`config.mk`:
```
export PLATFORM = sky130hd
export DESIGN_NAME = min_max_mean_variance_stats_core
export DESIGN_NICKNAME = d
export VERILOG_FILES = /design/src/mmmvs_pkg.sv /design/src/min_max_mean_variance_stats_core.sv
export SDC_FILE = /design/constraint.sdc
export NUM_CORES = 2
export LEC_CHECK = 0
export BUFFER_PORTS_ARGS = -buffer_cell sky130_fd_sc_hd__buf_2
export CORE_MARGIN = 1
export CORE_UTILIZATION = 55
export DETAILED_ROUTE_END_ITERATION = 8
export PLACE_DENSITY_LB_ADDON = 0.3
export REMOVE_ABC_BUFFERS = 1
export SLEW_MARGIN = 25
export SYNTH_ARGS = -nofsm -noshare
export SYNTH_HDL_FRONTEND = slang
export SYNTH_SLANG_ARGS = --single-unit
```
`constraint.sdc`:
```
create_clock -name clk -period 6.7 [get_ports clk]
set_clock_uncertainty 0.2 [all_clocks]
set_input_delay 1.005 -clock clk [delete_from_list [all_inputs] [get_ports clk]]
set_output_delay 1.005 -clock clk [all_outputs]
set_load 0.02 [all_outputs]
```
`src/mmmvs_pkg.sv`:
```
// shared constants for the min/max/mean/variance statistics block
`default_nettype none
package mmmvs_pkg;

  // default sample store depth
  localparam int STORE_DEPTH_DEFAULT = 128;

  // field widths
  localparam int SAMPLE_W    = 16;
  localparam int MEAN_W      = 24;
  localparam int VAR_W       = 48;
  localparam int COUNT_OUT_W = 8;

  // deviation (mean_q8 - sample*256) and its square
  localparam int DIFF_W = MEAN_W + 1;
  localparam int SQ_W   = 2 * (MEAN_W);

  // fraction bits of the mean
  localparam int FRAC_W = 8;

endpackage
`default_nettype wire

```
`src/min_max_mean_variance_stats_core.sv`:
```
// min / max / mean / population variance over a stored set of samples
//
// Usage: drive sample and last with start high; a transaction is taken at a
// rising edge where start is high and busy is low. While a set loads, busy
// stays low and one sample is taken per cycle. Each sample is written into
// the on-chip sample store (STORE_DEPTH entries) while min, max and sum are
// tracked. Samples past the store depth are dropped and set overflowed.
// The sample with last high closes the set; busy then rises and the block
// runs: a load state, one restoring divider pass for the mean, a sign fix
// state, a read pass over the store for the squared deviations (through the
// single read port and the subtract / multiply / accumulate pipeline), a
// second load state and divider pass for the variance, and the output state.
// The result shows on the output ports with done high for one cycle; the
// receiver cannot stall, so it must take it then. busy falls in the same
// cycle and the next set can start immediately.
// Reset (synchronous, active high) empties the set and returns to idle; the
// store itself is not cleared, only entries written in the current set are
// read.
`default_nettype none
module min_max_mean_variance_stats_core #(
  parameter int STORE_DEPTH = mmmvs_pkg::STORE_DEPTH_DEFAULT
) (
  input  wire                                     clk,
  input  wire                                     rst,
  input  wire                                     start,
  output logic                                    busy,
  input  wire  signed [mmmvs_pkg::SAMPLE_W-1:0]   sample,
  input  wire                                     last,
  output logic                                    done,
  output logic signed [mmmvs_pkg::SAMPLE_W-1:0]   minimum,
  output logic signed [mmmvs_pkg::SAMPLE_W-1:0]   maximum,
  output logic signed [mmmvs_pkg::MEAN_W-1:0]     mean_q8,
  output logic        [mmmvs_pkg::VAR_W-1:0]      variance_q16,
  output logic        [mmmvs_pkg::COUNT_OUT_W-1:0] sample_count,
  output logic                                    overflowed
);
  import mmmvs_pkg::*;

  localparam int AW   = $clog2(STORE_DEPTH);
  localparam int CW   = $clog2(STORE_DEPTH + 1);
  localparam int SW   = SAMPLE_W + CW + 1;
  localparam int ACCW = SQ_W + CW;
  localparam int SCW  = $clog2(ACCW + 1);
  localparam int XW   = (CW > COUNT_OUT_W) ? CW : COUNT_OUT_W;

  typedef enum logic [2:0] {
    ST_IDLE,
    ST_MEAN_LOAD,
    ST_MEAN_DIV,
    ST_MEAN_FIX,
    ST_VAR_PASS,
    ST_VAR_LOAD,
    ST_VAR_DIV,
    ST_FINISH
  } state_t;

  state_t st;

  // set state
  logic        [CW-1:0]       kept_count;
  logic signed [SAMPLE_W-1:0] run_min;
  logic signed [SAMPLE_W-1:0] run_max;
  logic signed [SW-1:0]       run_sum;
  logic                       dropped;

  // sample store
  logic signed [SAMPLE_W-1:0] store_mem [STORE_DEPTH];
  logic signed [SAMPLE_W-1:0] rd_data;
  logic        [CW-1:0]       issue_cnt;
  logic                       wr_en;

  // shared restoring divider
  logic [ACCW-1:0] quo;
  logic [CW-1:0]   rem;
  logic [SCW-1:0]  step_cnt;
  logic [CW:0]     div_sh;
  logic [CW:0]     div_sub;
  logic            div_ge;

  // mean and variance pipeline
  logic                        sum_neg;
  logic        [SW-1:0]        sum_mag;
  logic signed [MEAN_W-1:0]    mean_reg;
  logic                        rd_vld;
  logic                        d_vld;
  logic                        sq_vld;
  logic signed [DIFF_W-1:0]    diff;
  logic signed [2*DIFF_W-1:0]  prod;
  logic        [SQ_W-1:0]      sq;
  logic        [ACCW-1:0]      acc;
  logic        [XW-1:0]        cnt_ext;

  logic accept;
  logic full;

  assign busy    = (st != ST_IDLE);
  assign accept  = start && !busy;
  assign full    = (kept_count == CW'(STORE_DEPTH));
  assign wr_en   = accept && !full;

  // magnitude of the running sum for the mean division
  assign sum_neg = run_sum[SW-1];
  assign sum_mag = sum_neg ? (SW'(0) - run_sum) : run_sum;

  // one divider step: shift in next dividend bit, compare with count
  assign div_sh  = {rem, quo[ACCW-1]};
  assign div_ge  = (div_sh >= (CW+1)'(kept_count));
  assign div_sub = div_sh - (CW+1)'(kept_count);

  // squared deviation
  assign prod    = diff * diff;
  assign cnt_ext = XW'(kept_count);

  // store write and registered read
  always_ff @(posedge clk) begin
    if (wr_en) begin
      store_mem[kept_count[AW-1:0]] <= sample;
    end
    rd_data <= store_mem[issue_cnt[AW-1:0]];
  end

  // state, set tracking and registered outputs
  always_ff @(posedge clk) begin
    if (rst) begin
      st         <= ST_IDLE;
      done       <= 1'b0;
      kept_count <= '0;
      run_min    <= '0;
      run_max    <= '0;
      run_sum    <= '0;
      dropped    <= 1'b0;
      rd_vld     <= 1'b0;
      d_vld      <= 1'b0;
      sq_vld     <= 1'b0;
      issue_cnt  <= '0;
      step_cnt   <= '0;
    end else begin
      done <= 1'b0;
      case (st)
        // load samples
        ST_IDLE: begin
          if (accept) begin
            if (!full) begin
              if (kept_count == '0) begin
                run_min <= sample;
                run_max <= sample;
              end else begin
                if (sample < run_min) run_min <= sample;
                if (sample > run_max) run_max <= sample;
              end
              run_sum    <= run_sum + SW'(sample);
              kept_count <= kept_count + CW'(1);
            end else begin
              dropped <= 1'b1;
            end
            if (last) begin
              st <= ST_MEAN_LOAD;
            end
          end
        end

        // mean = |sum| * 256 / count
        ST_MEAN_LOAD: begin
          quo      <= ACCW'({sum_mag, {FRAC_W{1'b0}}});
          rem      <= '0;
          step_cnt <= '0;
          st       <= ST_MEAN_DIV;
        end

        ST_MEAN_DIV: begin
          quo      <= {quo[ACCW-2:0], div_ge};
          rem      <= div_ge ? div_sub[CW-1:0] : div_sh[CW-1:0];
          step_cnt <= step_cnt + SCW'(1);
          if (step_cnt == SCW'(ACCW - 1)) begin
            st <= ST_MEAN_FIX;
          end
        end

        // restore sign, truncation toward zero
        ST_MEAN_FIX: begin
          mean_reg  <= sum_neg ? (MEAN_W'(0) - quo[MEAN_W-1:0])
                               : quo[MEAN_W-1:0];
          acc       <= '0;
          issue_cnt <= '0;
          st        <= ST_VAR_PASS;
        end

        // read pass: read, subtract, square, accumulate
        ST_VAR_PASS: begin
          rd_vld <= (issue_cnt < kept_count);
          if (issue_cnt < kept_count) begin
            issue_cnt <= issue_cnt + CW'(1);
          end
          d_vld  <= rd_vld;
          diff   <= DIFF_W'(mean_reg) - DIFF_W'($signed({rd_data, {FRAC_W{1'b0}}}));
          sq_vld <= d_vld;
          sq     <= prod[SQ_W-1:0];
          if (sq_vld) begin
            acc <= acc + ACCW'(sq);
          end
          if (issue_cnt == kept_count && !rd_vld && !d_vld && !sq_vld) begin
            st <= ST_VAR_LOAD;
          end
        end

        // variance = sum of squares / count
        ST_VAR_LOAD: begin
          quo      <= acc;
          rem      <= '0;
          step_cnt <= '0;
          st       <= ST_VAR_DIV;
        end

        ST_VAR_DIV: begin
          quo      <= {quo[ACCW-2:0], div_ge};
          rem      <= div_ge ? div_sub[CW-1:0] : div_sh[CW-1:0];
          step_cnt <= step_cnt + SCW'(1);
          if (step_cnt == SCW'(ACCW - 1)) begin
            st <= ST_FINISH;
          end
        end

        // present the result and clear the set
        ST_FINISH: begin
          minimum      <= run_min;
          maximum      <= run_max;
          mean_q8      <= mean_reg;
          variance_q16 <= quo[VAR_W-1:0];
          sample_count <= cnt_ext[COUNT_OUT_W-1:0];
          overflowed   <= dropped;
          done         <= 1'b1;
          kept_count   <= '0;
          run_min      <= '0;
          run_max      <= '0;
          run_sum      <= '0;
          dropped      <= 1'b0;
          st           <= ST_IDLE;
        end

        default: begin
          st <= ST_IDLE;
        end
      endcase
    end
  end

endmodule
`default_nettype wire

```
==> results.md <==
* Worst path top cell family by delay: adder cells
* Setup Crit Path Kind: reg -> reg
* Flop pwr share at 0.374
* Final Net Count at 8708
* CP max stage delay at approximately 0.62 ns
* Worst Setup Start Kind: flip-flop
* Number of fill cells at ~15000
* Worst-path cell chain: buf_6, buf_8, buf_12, nand2_4, buf_6, fa_1, inv_2, fa_1, fa_1, fa_2, fa_1, fa_1, fa_1, ha_4, a21o_1, a21o_1, a21o_1, a21oi_2, a2bb2oi_2, o311ai_4, o41ai_4, mux2i_1, nand4_1
* Yosys synthesis warning count at 0
* P&R area growth vs syn at 14.8%
* Gate power share at 0.344
* Final HPWL DP at between 200000 and 250000 um
* Grt ovf at 0
* Reg2reg start: diff[12]
* Unique cell type count in the Yosys netlist at 76
* Clock Pin Slew Worst Setup and Hold Paths at approximately 0.06 ns
* Min-delay src: quo[38]
* Upper clock frequency limit at between 100 and 150 MHz
* RSZ-0062 raised after global routing: true
* CP required at between 7 and 8 ns
* Sw Ratio at 0.310
* H-tree depth at 4
* Cells after DPL at 10352
* First-pass GRT wire length at about 460000 um
* Setup WS post-layout at -0.468 ns
* Syn Inst Count at slightly above 7000
* Leak Pwr at just under 50 nW
* Number of synthesized register bits at roughly 2500
* EDFF count, synth at 2377
* Die Y at 469 um
* Starting density of the core at 0.553
* Slowest CP cell: fa_1
* Max Buffers Root-to-Sink at 3
* Pre-CTS setup slack at -0.823 ns
* Root Buffer: clkbuf_16
* Crit end category: flip-flop
* Sequential area share after synthesis at 0.612
* Area share of the largest cell type after synthesis at 0.595
* Slew headroom at 0.259
* NetSw at 0.0152 W
* Tcrit/Tclk final at 1.07
* Slew Viols, Final at 0
* Synth area leaders: edfxtp_1 60%, mux4_2 13%, fa_1 9.9%
* Vias in the first global route at between 60000 and 70000
* CTS Hold Bufs at 0
* Number of flip-flops in the largest register at about 2000
* DRC at 0
* Port Buffers at 134
* Syn Area/Cell at 16.9 sq um
* Status: complete, but fails checks
* Global placer's final weighted congestion at roughly 0.94
* Ys flop type: edfxtp_1
* First drt pass iteration count at 6
* Layout Cells excl Fill at ~11000
* CTS Sinks at between 2000 and 2500
* Die span in x at ~470 um
* Total of max-cap violations at 0
* Clock latency on the worst-skew pair at slightly below 0.9 ns
* Row cnt at about 170
* Largest net degree at the start of global routing at 96
* Ys async rst share at 0
* Via density at roughly 6.2
* Starting DRT DRC Count at approximately 7600
* Antenna-violating nets left at 0
* CP arrival at around 7.6 ns
* Setup-failing EPs final at 19
* Via count at 67270
* Detailed Route WL at roughly 320000 um
* Fin Setup TNS at -5.91 ns
* R2R depth at 23
* Internal power at 0.0338 W
* Clk pwr share at 0.282
* Initial antenna violation count at 27
* Most common cell in the netlist: edfxtp_1
* Reg2Reg Setup Slack at -0.47 ns
* Levels on crit path at 23
* Die Area at about 220000 sq um
* Largest fanout on the critical path at 7
* CTS tree: done
* Min-Delay Path Class: reg -> reg
* Worst hold path depth at 0
* Failing checks: setup timing
* Num CTS Buffers at between 200 and 250
* Cell area after synthesis at about 120000 sq um
* Largest area contributor in the netlist: edfxtp_1
* Reg-to-Reg End: sq[47]
* Beginning of the critical path: diff[12]
* Layout cells sized above 1 at 0.259
* Ports at approximately 140
* Post-DR wirelength/cell at about 29 um
* Power Total at slightly below 0.05 W
* Buf+Inv Stages, Crit Path at 5
* Synth top cells by count: 2377 x edfxtp_1, 762 x inv_1, 672 x mux4_2, 594 x fa_1, 309 x nor2_1
* Fin crit period at ~7.2 ns
* WHS Endpoint: variance_q16[38]
* PD cells at 356 nW/um^2
* Core footprint at between 200000 and 250000 sq um
* Slew @ Worst Pin at around 1.1 ns
* Cell mode on critical path: fa_1
* Hold Vio Cnt, Final at 0
* Total track usage at 0.294
* Worst Hold Slack at approximately 0.25 ns
* Worst vdd rail ir drop at around 0.7 mV
## power groups by stage
stage | logic [W] | registers, W | clock network (W)
floorplan | 0.00805 | 0.0185 | 0
global placement | 0.0137 | 0.0186 | 0
detailed placement | 0.0139 | 0.0186 | 0
CTS | 0.0157 | 0.0183 | 0.0139
global route | 0.0183 | 0.0183 | 0.0145
finish | 0.0169 | 0.0183 | 0.0138
## repair_timing
action	in CTS	in global routing
endpoints found under the setup margin	30	29
setup buffers	33	34
gates cloned	0	2
pin swaps	99	103
gates resized for setup	190	135
## layer usage
layer	routed length, um	vias to the layer above	global-route usage	share of wire
met5	127	-	0	0.00040
li1	-	28010	-	-
met3	28100	605	0.0513	0.088
met2	155000	3520	0.476	0.49
met1	122000	35117	0.402	0.38
met4	14000	18	0.115	0.044
## worst max-delay path by stage
stage                        end  slack [ns]
finish                    sq[47]       -0.47
global route              sq[47]       -0.67
CTS                       sq[47]       -0.56
detailed placement        sq[47]       -0.82
global placement          sq[47]       -0.74
floorplan           issue_cnt[7]      -16.62
## final cells by class
type / instances / area [sq um] / share of cell area
Inverter: 763 / 2870 / 0.0208
Timing Repair Buffer: 776 / 6220 / 0.0452
Clock buffer: 294 / 6330 / 0.0460
Tap cell: 2854 / 3570 / 0.0259
Antenna cell: 10 / 25.0 / 0.000182
Sequential cell: 2480 / 73500 / 0.534
Clock inverter: 155 / 1700 / 0.0124
Multi-Input combinational cell: 3542 / 43500 / 0.316
## cell usage in the layout (no fill, tap or decap), types with 45 or more instances in the layout
cell type	Yosys	final
edfxtp_1	2377	2377
inv_1	762	721
mux4_2	672	672
buf_4	12	565
fa_1	594	556
nand2_1	307	292
nor2_1	309	287
ha_1	291	272
clkbuf_16	0	244
a21oi_1	157	136
xnor2_1	124	117
buf_2	39	117
and2_1	134	110
o21ai_0	119	108
dfxtp_1	103	96
a21o_1	79	78
nand2b_1	68	68
nand3_1	70	64
xor2_1	62	56
buf_6	3	54
clkinv_1	1	49
clkbuf_1	198	45
## cell families (layout without fill, tap and decap cells)
logic type                 count (synthesis)  in the layout  synth area share
adders and majority gates                885            885             0.130
muxes                                    726            726             0.131
buffers and inverters                   1058           1988            0.0341
xor gates and xnor gates                 187            187            0.0138
and+or+nand+nor                         1119           1119            0.0450
DFF                                     2480           2480             0.612
AOI/OAI and AO/OA                        625            625            0.0345
other                                      0             10                 0
## per-stage QoR
step	cell area (sq um)	utilization
floorplan	119000	-
global placement	128000	0.589
detailed placement	128000	0.589
CTS	137000	0.631
global route	138000	0.634
finish	138000	0.635
No activity file was read; power rests on OpenSTA's default activity.
